## config.mk

```make
export PLATFORM = sky130hd
export DESIGN_NAME = triangle_midpoint_subdivider
export DESIGN_NICKNAME = d
export VERILOG_FILES = /design/src/design/tms_pkg.sv /design/src/design/triangle_midpoint_subdivider.sv
export SDC_FILE = /design/constraint.sdc
export NUM_CORES = 2
export LEC_CHECK = 0
export BUFFER_PORTS_ARGS = -buffer_cell sky130_fd_sc_hd__buf_2
export CAP_MARGIN = 40
export CORE_UTILIZATION = 24
export CTS_BUF_LIST = sky130_fd_sc_hd__clkbuf_4
export DETAILED_ROUTE_END_ITERATION = 7
export HOLD_SLACK_MARGIN = 0.03
export PLACE_DENSITY = 0.49
export SKIP_CTS_REPAIR_TIMING = 1
export SYNTH_ARGS = -nofsm -noshare
export SYNTH_HDL_FRONTEND = slang
export SYNTH_SLANG_ARGS = --single-unit
```

## constraint.sdc

```tcl
create_clock -name i_clk -period 42.3 [get_ports i_clk]
set_input_delay 4.23 -clock i_clk [delete_from_list [all_inputs] [get_ports i_clk]]
set_output_delay 4.23 -clock i_clk [all_outputs]
set_load 0.005 [all_outputs]
```

## src/design/tms_pkg.sv

```systemverilog
// ----------------------------------------------------------------------------
// tms_pkg - shared types and constants for the midpoint subdivider
// Corner record, field widths and the index offset table.
// ----------------------------------------------------------------------------
package tms_pkg;

    localparam int TRI_W             = 14;     // triangle number width
    localparam int MAX_TRIANGLES_DEF = 10922;  // last base must fit 16 bits
    localparam int RES_W             = 5;      // result counter, 0..17
    localparam int RES_LAST          = 17;

    typedef struct packed {
        logic [31:0] px;
        logic [31:0] py;
        logic [31:0] pz;
        logic [15:0] nx;
        logic [15:0] ny;
        logic [15:0] nz;
        logic [16:0] tu;
        logic [16:0] tv;
    } t_corner;

    // offset from the base for each of the eighteen results
    function automatic logic [2:0] idx_ofs(input logic [RES_W-1:0] k);
        logic [2:0] o;
        case (k)
            5'd0:    o = 3'd0;
            5'd1:    o = 3'd1;
            5'd2:    o = 3'd2;
            5'd3:    o = 3'd3;
            5'd4:    o = 3'd4;
            5'd5:    o = 3'd5;
            5'd6:    o = 3'd0;
            5'd7:    o = 3'd3;
            5'd8:    o = 3'd5;
            5'd9:    o = 3'd5;
            5'd10:   o = 3'd3;
            5'd11:   o = 3'd4;
            5'd12:   o = 3'd5;
            5'd13:   o = 3'd4;
            5'd14:   o = 3'd2;
            5'd15:   o = 3'd3;
            5'd16:   o = 3'd1;
            5'd17:   o = 3'd4;
            default: o = 3'd0;
        endcase
        return o;
    endfunction

endpackage

```

## src/design/triangle_midpoint_subdivider.sv

```systemverilog
// ----------------------------------------------------------------------------
// triangle_midpoint_subdivider - splits each triangle into four
// Gathers three corners, emits six vertices and twelve indices per triangle.
// ----------------------------------------------------------------------------
//  channel | direction | valid   | stall   | payload
//  corner  | in        | i_valid | o_stall | i_first_corner_of_mesh, pos, nrm, tex
//  result  | out       | o_valid | i_stall | o_item_kind .. o_last_of_run
//
//  First and second corners are just stored. A third corner starts a run of
//  eighteen result beats, or is dropped once MAX_TRIANGLES triangles are
//  taken. Each midpoint normal is built on the one shared 17x17 multiplier:
//  3 squares for the length, then, unless that length is zero, per component
//  the square and top quotient bit, 30 restoring divide steps and a 15-step
//  square-root search.
//  Synchronous active-low reset clears the sequencer, corner count and
//  triangle number. Input stall is high for the whole run; a stalled result
//  beat holds until taken.
module triangle_midpoint_subdivider #(
    parameter int MAX_TRIANGLES = tms_pkg::MAX_TRIANGLES_DEF
) (
    input  logic               i_clk,
    input  logic               i_rst_n,
    input  logic               i_valid,
    output logic               o_stall,
    input  logic               i_first_corner_of_mesh,
    input  logic signed [31:0] i_pos_x,
    input  logic signed [31:0] i_pos_y,
    input  logic signed [31:0] i_pos_z,
    input  logic signed [15:0] i_nrm_x,
    input  logic signed [15:0] i_nrm_y,
    input  logic signed [15:0] i_nrm_z,
    input  logic        [16:0] i_tex_u,
    input  logic        [16:0] i_tex_v,
    output logic               o_valid,
    input  logic               i_stall,
    output logic               o_item_kind,
    output logic signed [31:0] o_out_pos_x,
    output logic signed [31:0] o_out_pos_y,
    output logic signed [31:0] o_out_pos_z,
    output logic signed [15:0] o_out_nrm_x,
    output logic signed [15:0] o_out_nrm_y,
    output logic signed [15:0] o_out_nrm_z,
    output logic        [16:0] o_out_tex_u,
    output logic        [16:0] o_out_tex_v,
    output logic        [15:0] o_index_value,
    output logic               o_last_of_run
);
    import tms_pkg::*;

    localparam logic [TRI_W-1:0] MAX_T = TRI_W'(MAX_TRIANGLES);

    // sequencer codes
    localparam logic [3:0] S_IDLE = 4'd0;
    localparam logic [3:0] S_PICK = 4'd1;  // choose what the next beat is
    localparam logic [3:0] S_LEN  = 4'd2;  // squared length of normal sum
    localparam logic [3:0] S_SQ   = 4'd3;  // component square, first quotient bit
    localparam logic [3:0] S_DIV  = 4'd4;  // restoring divide
    localparam logic [3:0] S_SQRT = 4'd5;  // rounded root search
    localparam logic [3:0] S_MOUT = 4'd6;  // load midpoint into output
    localparam logic [3:0] S_OUT  = 4'd7;  // beat on offer

    logic [3:0]       r_state, n_state;
    logic [1:0]       r_phase, n_phase;
    logic [TRI_W-1:0] r_tri, n_tri;
    logic [RES_W-1:0] r_k, n_k;
    logic [15:0]      r_base, n_base;
    t_corner          r_c0, n_c0, r_c1, n_c1, r_c2, n_c2;

    // midpoint working set
    logic signed [16:0] r_s [3];
    logic signed [16:0] n_s [3];
    logic signed [15:0] r_nrm [3];
    logic signed [15:0] n_nrm [3];
    logic [31:0] r_mpx, n_mpx, r_mpy, n_mpy, r_mpz, n_mpz;
    logic [16:0] r_mtu, n_mtu, r_mtv, n_mtv;
    logic [1:0]  r_ci, n_ci;
    logic [33:0] r_len2, n_len2;
    logic [33:0] r_rem, n_rem;
    logic [30:0] r_quot, n_quot;
    logic [4:0]  r_cnt, n_cnt;
    logic [14:0] r_q, n_q;
    logic [3:0]  r_bit, n_bit;

    // output register
    logic        r_oval, n_oval;
    logic        r_kind, n_kind;
    logic [31:0] r_opx, n_opx, r_opy, n_opy, r_opz, n_opz;
    logic [15:0] r_onx, n_onx, r_ony, n_ony, r_onz, n_onz;
    logic [16:0] r_otu, n_otu, r_otv, n_otv;
    logic [15:0] r_oidx, n_oidx;
    logic        r_olast, n_olast;

    // shared multiplier
    logic [16:0] mul_a;
    logic [33:0] prod;
    logic signed [16:0] s_sel;
    logic [16:0] s_mag;
    logic [14:0] cand;
    logic [15:0] d_odd;

    t_corner cin, ca, cb, cv;
    logic [1:0] mid_j;
    logic [1:0] eff_phase;
    logic [TRI_W-1:0] eff_tri;
    logic [32:0] sum_x, sum_y, sum_z;
    logic [17:0] sum_u, sum_v;
    logic [34:0] rem2;
    logic        ge;
    logic [33:0] sq_rem;
    logic        sq_ge;

    assign cin = '{px: i_pos_x, py: i_pos_y, pz: i_pos_z,
                   nx: i_nrm_x, ny: i_nrm_y, nz: i_nrm_z,
                   tu: i_tex_u, tv: i_tex_v};

    assign s_sel = r_s[r_ci];
    assign s_mag = s_sel[16] ? 17'(-s_sel) : 17'(s_sel);
    assign cand  = r_q | (15'd1 << r_bit);
    assign d_odd = {cand, 1'b0} - 16'd1;
    assign mul_a = (r_state == S_SQRT) ? {1'b0, d_odd} : s_mag;
    assign prod  = 34'(mul_a) * 34'(mul_a);

    // divide step: remainder always below the divisor
    assign rem2   = {r_rem, 1'b0};
    assign ge     = rem2 >= 35'(r_len2);
    assign sq_ge  = prod >= r_len2;
    assign sq_rem = sq_ge ? prod - r_len2 : prod;

    // corner selection: edges 1-2, 2-3, 3-1
    assign mid_j = 2'(r_k - RES_W'(3));
    always_comb begin
        unique case (mid_j)
            2'd0:    begin ca = r_c0; cb = r_c1; end
            2'd1:    begin ca = r_c1; cb = r_c2; end
            default: begin ca = r_c2; cb = r_c0; end
        endcase
        unique case (r_k[1:0])
            2'd0:    cv = r_c0;
            2'd1:    cv = r_c1;
            default: cv = r_c2;
        endcase
    end

    assign sum_x = {ca.px[31], ca.px} + {cb.px[31], cb.px};
    assign sum_y = {ca.py[31], ca.py} + {cb.py[31], cb.py};
    assign sum_z = {ca.pz[31], ca.pz} + {cb.pz[31], cb.pz};
    assign sum_u = {1'b0, ca.tu} + {1'b0, cb.tu};
    assign sum_v = {1'b0, ca.tv} + {1'b0, cb.tv};

    assign eff_phase = i_first_corner_of_mesh ? 2'd0 : r_phase;
    assign eff_tri   = i_first_corner_of_mesh ? '0 : r_tri;

    always_comb begin
        n_state = r_state; n_phase = r_phase; n_tri = r_tri; n_k = r_k;
        n_base = r_base; n_c0 = r_c0; n_c1 = r_c1; n_c2 = r_c2;
        n_s = r_s; n_nrm = r_nrm;
        n_mpx = r_mpx; n_mpy = r_mpy; n_mpz = r_mpz; n_mtu = r_mtu; n_mtv = r_mtv;
        n_ci = r_ci; n_len2 = r_len2; n_rem = r_rem; n_quot = r_quot;
        n_cnt = r_cnt; n_q = r_q; n_bit = r_bit;
        n_oval = r_oval; n_kind = r_kind;
        n_opx = r_opx; n_opy = r_opy; n_opz = r_opz;
        n_onx = r_onx; n_ony = r_ony; n_onz = r_onz;
        n_otu = r_otu; n_otv = r_otv; n_oidx = r_oidx; n_olast = r_olast;

        unique case (r_state)
            S_IDLE: begin
                if (i_valid) begin
                    n_tri = eff_tri;
                    if (eff_phase == 2'd0) begin
                        n_c0 = cin; n_phase = 2'd1;
                    end else if (eff_phase == 2'd1) begin
                        n_c1 = cin; n_phase = 2'd2;
                    end else begin
                        n_phase = 2'd0;
                        if (eff_tri >= MAX_T) begin
                            n_tri = MAX_T;
                        end else begin
                            n_c2    = cin;
                            n_base  = {eff_tri, 2'b00} + {1'b0, eff_tri, 1'b0};
                            n_tri   = eff_tri + 1'b1;
                            n_k     = '0;
                            n_state = S_PICK;
                        end
                    end
                end
            end
            S_PICK: begin
                if (r_k < RES_W'(3)) begin
                    n_kind = 1'b0;
                    n_opx = cv.px; n_opy = cv.py; n_opz = cv.pz;
                    n_onx = cv.nx; n_ony = cv.ny; n_onz = cv.nz;
                    n_otu = cv.tu; n_otv = cv.tv;
                    n_oidx = r_base + 16'(idx_ofs(r_k)); n_olast = 1'b0;
                    n_oval = 1'b1; n_state = S_OUT;
                end else if (r_k < RES_W'(6)) begin
                    n_mpx = sum_x[32:1]; n_mpy = sum_y[32:1]; n_mpz = sum_z[32:1];
                    n_mtu = sum_u[17:1]; n_mtv = sum_v[17:1];
                    n_s[0] = 17'($signed(ca.nx)) + 17'($signed(cb.nx));
                    n_s[1] = 17'($signed(ca.ny)) + 17'($signed(cb.ny));
                    n_s[2] = 17'($signed(ca.nz)) + 17'($signed(cb.nz));
                    n_len2 = '0; n_ci = 2'd0; n_state = S_LEN;
                end else begin
                    n_kind = 1'b1;
                    n_opx = '0; n_opy = '0; n_opz = '0;
                    n_onx = '0; n_ony = '0; n_onz = '0;
                    n_otu = '0; n_otv = '0;
                    n_oidx = r_base + 16'(idx_ofs(r_k));
                    n_olast = (r_k == RES_W'(RES_LAST));
                    n_oval = 1'b1; n_state = S_OUT;
                end
            end
            S_LEN: begin
                n_len2 = r_len2 + prod;
                if (r_ci == 2'd2) begin
                    n_ci = 2'd0; n_state = S_SQ;
                end else begin
                    n_ci = r_ci + 2'd1;
                end
            end
            S_SQ: begin
                if (r_len2 == '0) begin
                    n_nrm[0] = '0; n_nrm[1] = '0; n_nrm[2] = '0;
                    n_state = S_MOUT;
                end else begin
                    n_quot  = {30'd0, sq_ge};
                    n_rem   = sq_rem;
                    n_cnt   = 5'd29;
                    n_state = S_DIV;
                end
            end
            S_DIV: begin
                n_rem  = 34'(ge ? rem2 - 35'(r_len2) : rem2);
                n_quot = {r_quot[29:0], ge};
                if (r_cnt == '0) begin
                    n_q = '0; n_bit = 4'd14; n_state = S_SQRT;
                end else begin
                    n_cnt = r_cnt - 5'd1;
                end
            end
            S_SQRT: begin
                if (prod <= 34'(r_quot)) n_q = cand;
                if (r_bit == '0) begin
                    n_nrm[r_ci] = s_sel[16] ? -$signed({1'b0, n_q}) : $signed({1'b0, n_q});
                    if (r_ci == 2'd2) begin
                        n_state = S_MOUT;
                    end else begin
                        n_ci = r_ci + 2'd1; n_state = S_SQ;
                    end
                end else begin
                    n_bit = r_bit - 4'd1;
                end
            end
            S_MOUT: begin
                n_kind = 1'b0;
                n_opx = r_mpx; n_opy = r_mpy; n_opz = r_mpz;
                n_onx = r_nrm[0]; n_ony = r_nrm[1]; n_onz = r_nrm[2];
                n_otu = r_mtu; n_otv = r_mtv;
                n_oidx = r_base + 16'(idx_ofs(r_k)); n_olast = 1'b0;
                n_oval = 1'b1; n_state = S_OUT;
            end
            S_OUT: begin
                if (!i_stall) begin
                    n_oval = 1'b0;
                    if (r_k == RES_W'(RES_LAST)) begin
                        n_state = S_IDLE;
                    end else begin
                        n_k = r_k + 1'b1; n_state = S_PICK;
                    end
                end
            end
            default: n_state = S_IDLE;
        endcase
    end

    always_ff @(posedge i_clk) begin
        if (!i_rst_n) begin
            r_state <= S_IDLE;
            r_phase <= '0;
            r_tri   <= '0;
            r_k     <= '0;
            r_oval  <= 1'b0;
            r_c0    <= '0;
            r_c1    <= '0;
        end else begin
            r_state <= n_state;
            r_phase <= n_phase;
            r_tri   <= n_tri;
            r_k     <= n_k;
            r_oval  <= n_oval;
            r_c0    <= n_c0;
            r_c1    <= n_c1;
        end
    end

    always_ff @(posedge i_clk) begin
        r_base <= n_base; r_c2 <= n_c2;
        r_s <= n_s; r_nrm <= n_nrm;
        r_mpx <= n_mpx; r_mpy <= n_mpy; r_mpz <= n_mpz; r_mtu <= n_mtu; r_mtv <= n_mtv;
        r_ci <= n_ci; r_len2 <= n_len2; r_rem <= n_rem; r_quot <= n_quot;
        r_cnt <= n_cnt; r_q <= n_q; r_bit <= n_bit;
        r_kind <= n_kind; r_opx <= n_opx; r_opy <= n_opy; r_opz <= n_opz;
        r_onx <= n_onx; r_ony <= n_ony; r_onz <= n_onz;
        r_otu <= n_otu; r_otv <= n_otv; r_oidx <= n_oidx; r_olast <= n_olast;
    end

    assign o_stall       = (r_state != S_IDLE);
    assign o_valid       = r_oval;
    assign o_item_kind   = r_kind;
    assign o_out_pos_x   = r_opx;
    assign o_out_pos_y   = r_opy;
    assign o_out_pos_z   = r_opz;
    assign o_out_nrm_x   = r_onx;
    assign o_out_nrm_y   = r_ony;
    assign o_out_nrm_z   = r_onz;
    assign o_out_tex_u   = r_otu;
    assign o_out_tex_v   = r_otv;
    assign o_index_value = r_oidx;
    assign o_last_of_run = r_olast;

`ifndef SYNTHESIS
    a_valid_only_in_out: assert property (@(posedge i_clk) disable iff (!i_rst_n)
        o_valid |-> (r_state == S_OUT))
        else $error("result valid outside offer state");
    a_last_is_index: assert property (@(posedge i_clk) disable iff (!i_rst_n)
        (o_valid && o_last_of_run) |-> o_item_kind)
        else $error("last flag on a vertex beat");
    a_phase_range: assert property (@(posedge i_clk) disable iff (!i_rst_n)
        r_phase != 2'd3)
        else $error("corner count out of range");
    a_last_ends_run: assert property (@(posedge i_clk) disable iff (!i_rst_n)
        (o_valid && !i_stall && o_last_of_run) |=> !o_stall)
        else $error("run did not end after last beat");
`endif

endmodule
```

==> results.py <==
metrics = {
    "run_status": {
        "status": "complete, no violations",
    },
    "yosys": {
        "synth.yosys.seq_area_share_pct": 40.1,
        "synth-edff-count": 743,
        "syn-cell-area_sq_um": 74900,
        "synthMuxAreaShare_pct": 0.485,
        "synthMostInstantiatedCell": "nand2_1",
        "synth_top_family_by_area": "compound AO/OA/AOI/OAI gates",
        "netlist_instances": 8417,
        "post_synth.cell_area_avg_sq_um": 8.89,
        "ys_types": 92,
        "synth_compound_area_share_pct": 22.8,
        "async_reset_ff_share_pct": 0,
        "synthTopCellsByArea": "edfxtp_1 (30%), dfxtp_1 (10%), nand2_1 (7.7%), ha_1 (7.7%), a21oi_1 (5.8%)",
        "yosysWarnings": 0,
        "synth-simple-area-share_pct": 14.8,
        "synth_flop_cell": "edfxtp_1",
        "yosys.area.top_type": "edfxtp_1",
        "yosys.area.top_type_share_pct": 29.8,
        "ys_top_cells_by_count": "nand2_1 (1539), a21oi_1 (861), edfxtp_1 (743)",
        "synth-xor-area-share_pct": 3.47,
        "synth_adder_area_share_pct": 13.1,
        "ys_ff_latch": 1127,
    },
    "clock_network": {
        "cts_buffer_depth": 4,
        "cts-root-buf": "clkbuf_4",
        "cts_tree": "yes",
        "clk_latency_ns": 1.39,
        "cts_buffers": 339,
        "clock_sinks": 1127,
        "h-tree-depth": 5,
        "path_clk_slew_ns": 0.07,
    },
    "placed_design": {
        "gp_congestion": 0.885,
        "place_inst": 12500,
        "hpwl_mm": 193,
        "port_buffers": 380,
    },
    "critical_path": {
        "slowest_stage": "edfxtp_1",
        "start_kind": "register",
        "cp_common_cell": "fa_1",
        "path_max_fanout": 25,
        "critical_path.top_delay_family": "compound AO/OA/AOI/OAI gates",
        "cp-end-kind": "register",
        "critPathArrivalTime_ns": 15.02,
        "critical_path_buf_inv_count": 4,
        "cp.required_ns": 43.51,
        "critical_path.max_stage_delay_ns": 0.69,
        "worstSetupPathType": "reg2reg",
    },
    "global_route": {
        "overflow": 0,
        "antenna_found_initial": 92,
        "grt_max_degree": 190,
        "first_global_vias": 64400,
        "grtUsageTotal_pct": 17.2,
        "grt_first_pass_wirelength_mm": 413,
    },
    "final_layout": {
        "nets": 9602,
        "syn2layout_area_growth_pct": 15.3,
        "stdcell_count": 13200,
        "drive_above_1_share_pct": 12.6,
        "fillers": 33000,
    },
    "die": {
        "die_x_um": 561,
        "initial_core_util_pct": 24.2,
        "core_sq_um": 310000,
        "die_area_sq_um": 314000,
        "num_rows": 204,
        "io_pins": 381,
        "die_h_um": 561,
    },
    "timing": {
        "finalSetupTns_ns": 0,
        "worst_slew_pin_slew_ns": 1.09,
        "hold_viol_final": 0,
        "rsz0062_at_grt": "false",
        "fmax_ghz": 0.0724,
        "fin_skew_ns": 0.180,
        "slew-limit-headroom_pct": 27.0,
        "fin_crit_ns": 13.81,
        "min_period_over_period_pct": 32.7,
        "slew_viol_final": 0,
        "finalSetupViolCount": 0,
    },
    "drt": {
        "drt_wl_total_mm": 281,
        "wire_per_inst_um": 21.3,
        "vias_per_cell": 5.02,
        "vias": 66300,
        "drc": 0,
        "ant_nets": 0,
        "drt_first_pass_iters": 6,
        "first_iter_violations": 5308,
    },
    "run": {
        "maxCapViolations": 0,
    },
    "min_path": {
        "hold_class": "reg2reg",
    },
}
layout make-up:
| class | count | area, sq um | share of cell area [%] |
|---|---|---|---|
| flip-flops and latches | 1127 | 30000 | 34.8 |
| clock buffers | 499 | 3750 | 4.34 |
| well taps | 4120 | 5150 | 5.97 |
| repair buffers | 517 | 3470 | 4.02 |
| inverters | 506 | 1910 | 2.22 |
| multi-input cells | 6267 | 41200 | 47.7 |
| clock inverters | 129 | 773 | 0.896 |
| diodes | 38 | 95.1 | 0.110 |
cell families (layout without fill, tap and decap cells):
logic type | count (synthesis) | after routing
AO/OA/AOI/OAI | 2684 | 2684
AND/OR/NAND/NOR | 2578 | 2578
flip-flops | 1127 | 1127
buffers and inverters | 1032 | 1651
adder cells (fa/ha/maj) | 661 | 661
XOR/XNOR | 297 | 297
multiplexers | 36 | 36
other | 2 | 49
layer usage:
metal	vias up	GRT usage [%]	wire length, um
met5	-	0	502
met4	78	7.68	12000
met1	32200	21.9	121000
li1	31100	-	-
met2	2329	27.6	127000
met3	570	3.92	20600
stage by stage:
step / util, % / setup WS [ns] / hold slack (ns) / cell area, sq um
CTS: 27.8 / 28.59 / 0.416 / 86200
floorplan: - / 27.05 / 0.386 / 74900
global route: 27.9 / 27.49 / 0.446 / 86200
global placement: 26.2 / 28.70 / 0.394 / 81000
finish: 27.9 / 28.49 / 0.411 / 86300
detailed placement: 26.4 / 28.61 / 0.407 / 81700
cells in the final DEF (no fill, tap or decap), drive strengths merged, types with 15 or more instances in the layout:
master,instances
a211o,25
a211oi,58
a21boi,27
a21o,97
a21oi,863
a22o,181
a22oi,349
a31oi,68
and2,31
and3,44
buf,516
clkbuf,499
clkinv,111
dfxtp,384
diode,38
edfxtp,743
fa,202
ha,459
inv,514
mux2i,34
nand2,1539
nand2b,70
nand3,126
nand3b,30
nand4,41
nor2,423
nor2b,48
nor3,89
nor3b,28
nor4,29
o211ai,35
o21a,53
o21ai,538
o21bai,44
o2bb2ai,15
o31ai,201
or2,20
or3,39
xnor2,220
xor2,77
path summary, 6_finish.rpt:
check	cells after the start	to	slack, ns	from
max	45	r_nrm[28]	28.49	r_ci[0]
min	0	o_index_value[0]	0.41	n_oidx[0]
max reg2reg	45	r_nrm[28]	28.49	r_ci[0]
min reg2reg	0	o_index_value[0]	0.41	n_oidx[0]
registers in the layout, summed over array words and instances (netlist names), 15 cells and up, named ones only:
register and flops:
o_index_value 16, o_out_nrm_x 16, o_out_nrm_y 16, o_out_nrm_z 16, o_out_pos_x 32, o_out_pos_y 32, o_out_pos_z 32, o_out_tex_u 17
o_out_tex_v 17, r_base 15, r_c0 178, r_c1 178, r_c2 178, r_len2 34, r_mpx 32, r_mpy 32
r_mpz 32, r_mtu 17, r_mtv 17, r_nrm 48, r_q 15, r_quot 31, r_rem 34, r_s 51
Power is not shown: default switching activity piles up to over one toggle a cycle in this logic, so the estimate is an artifact.
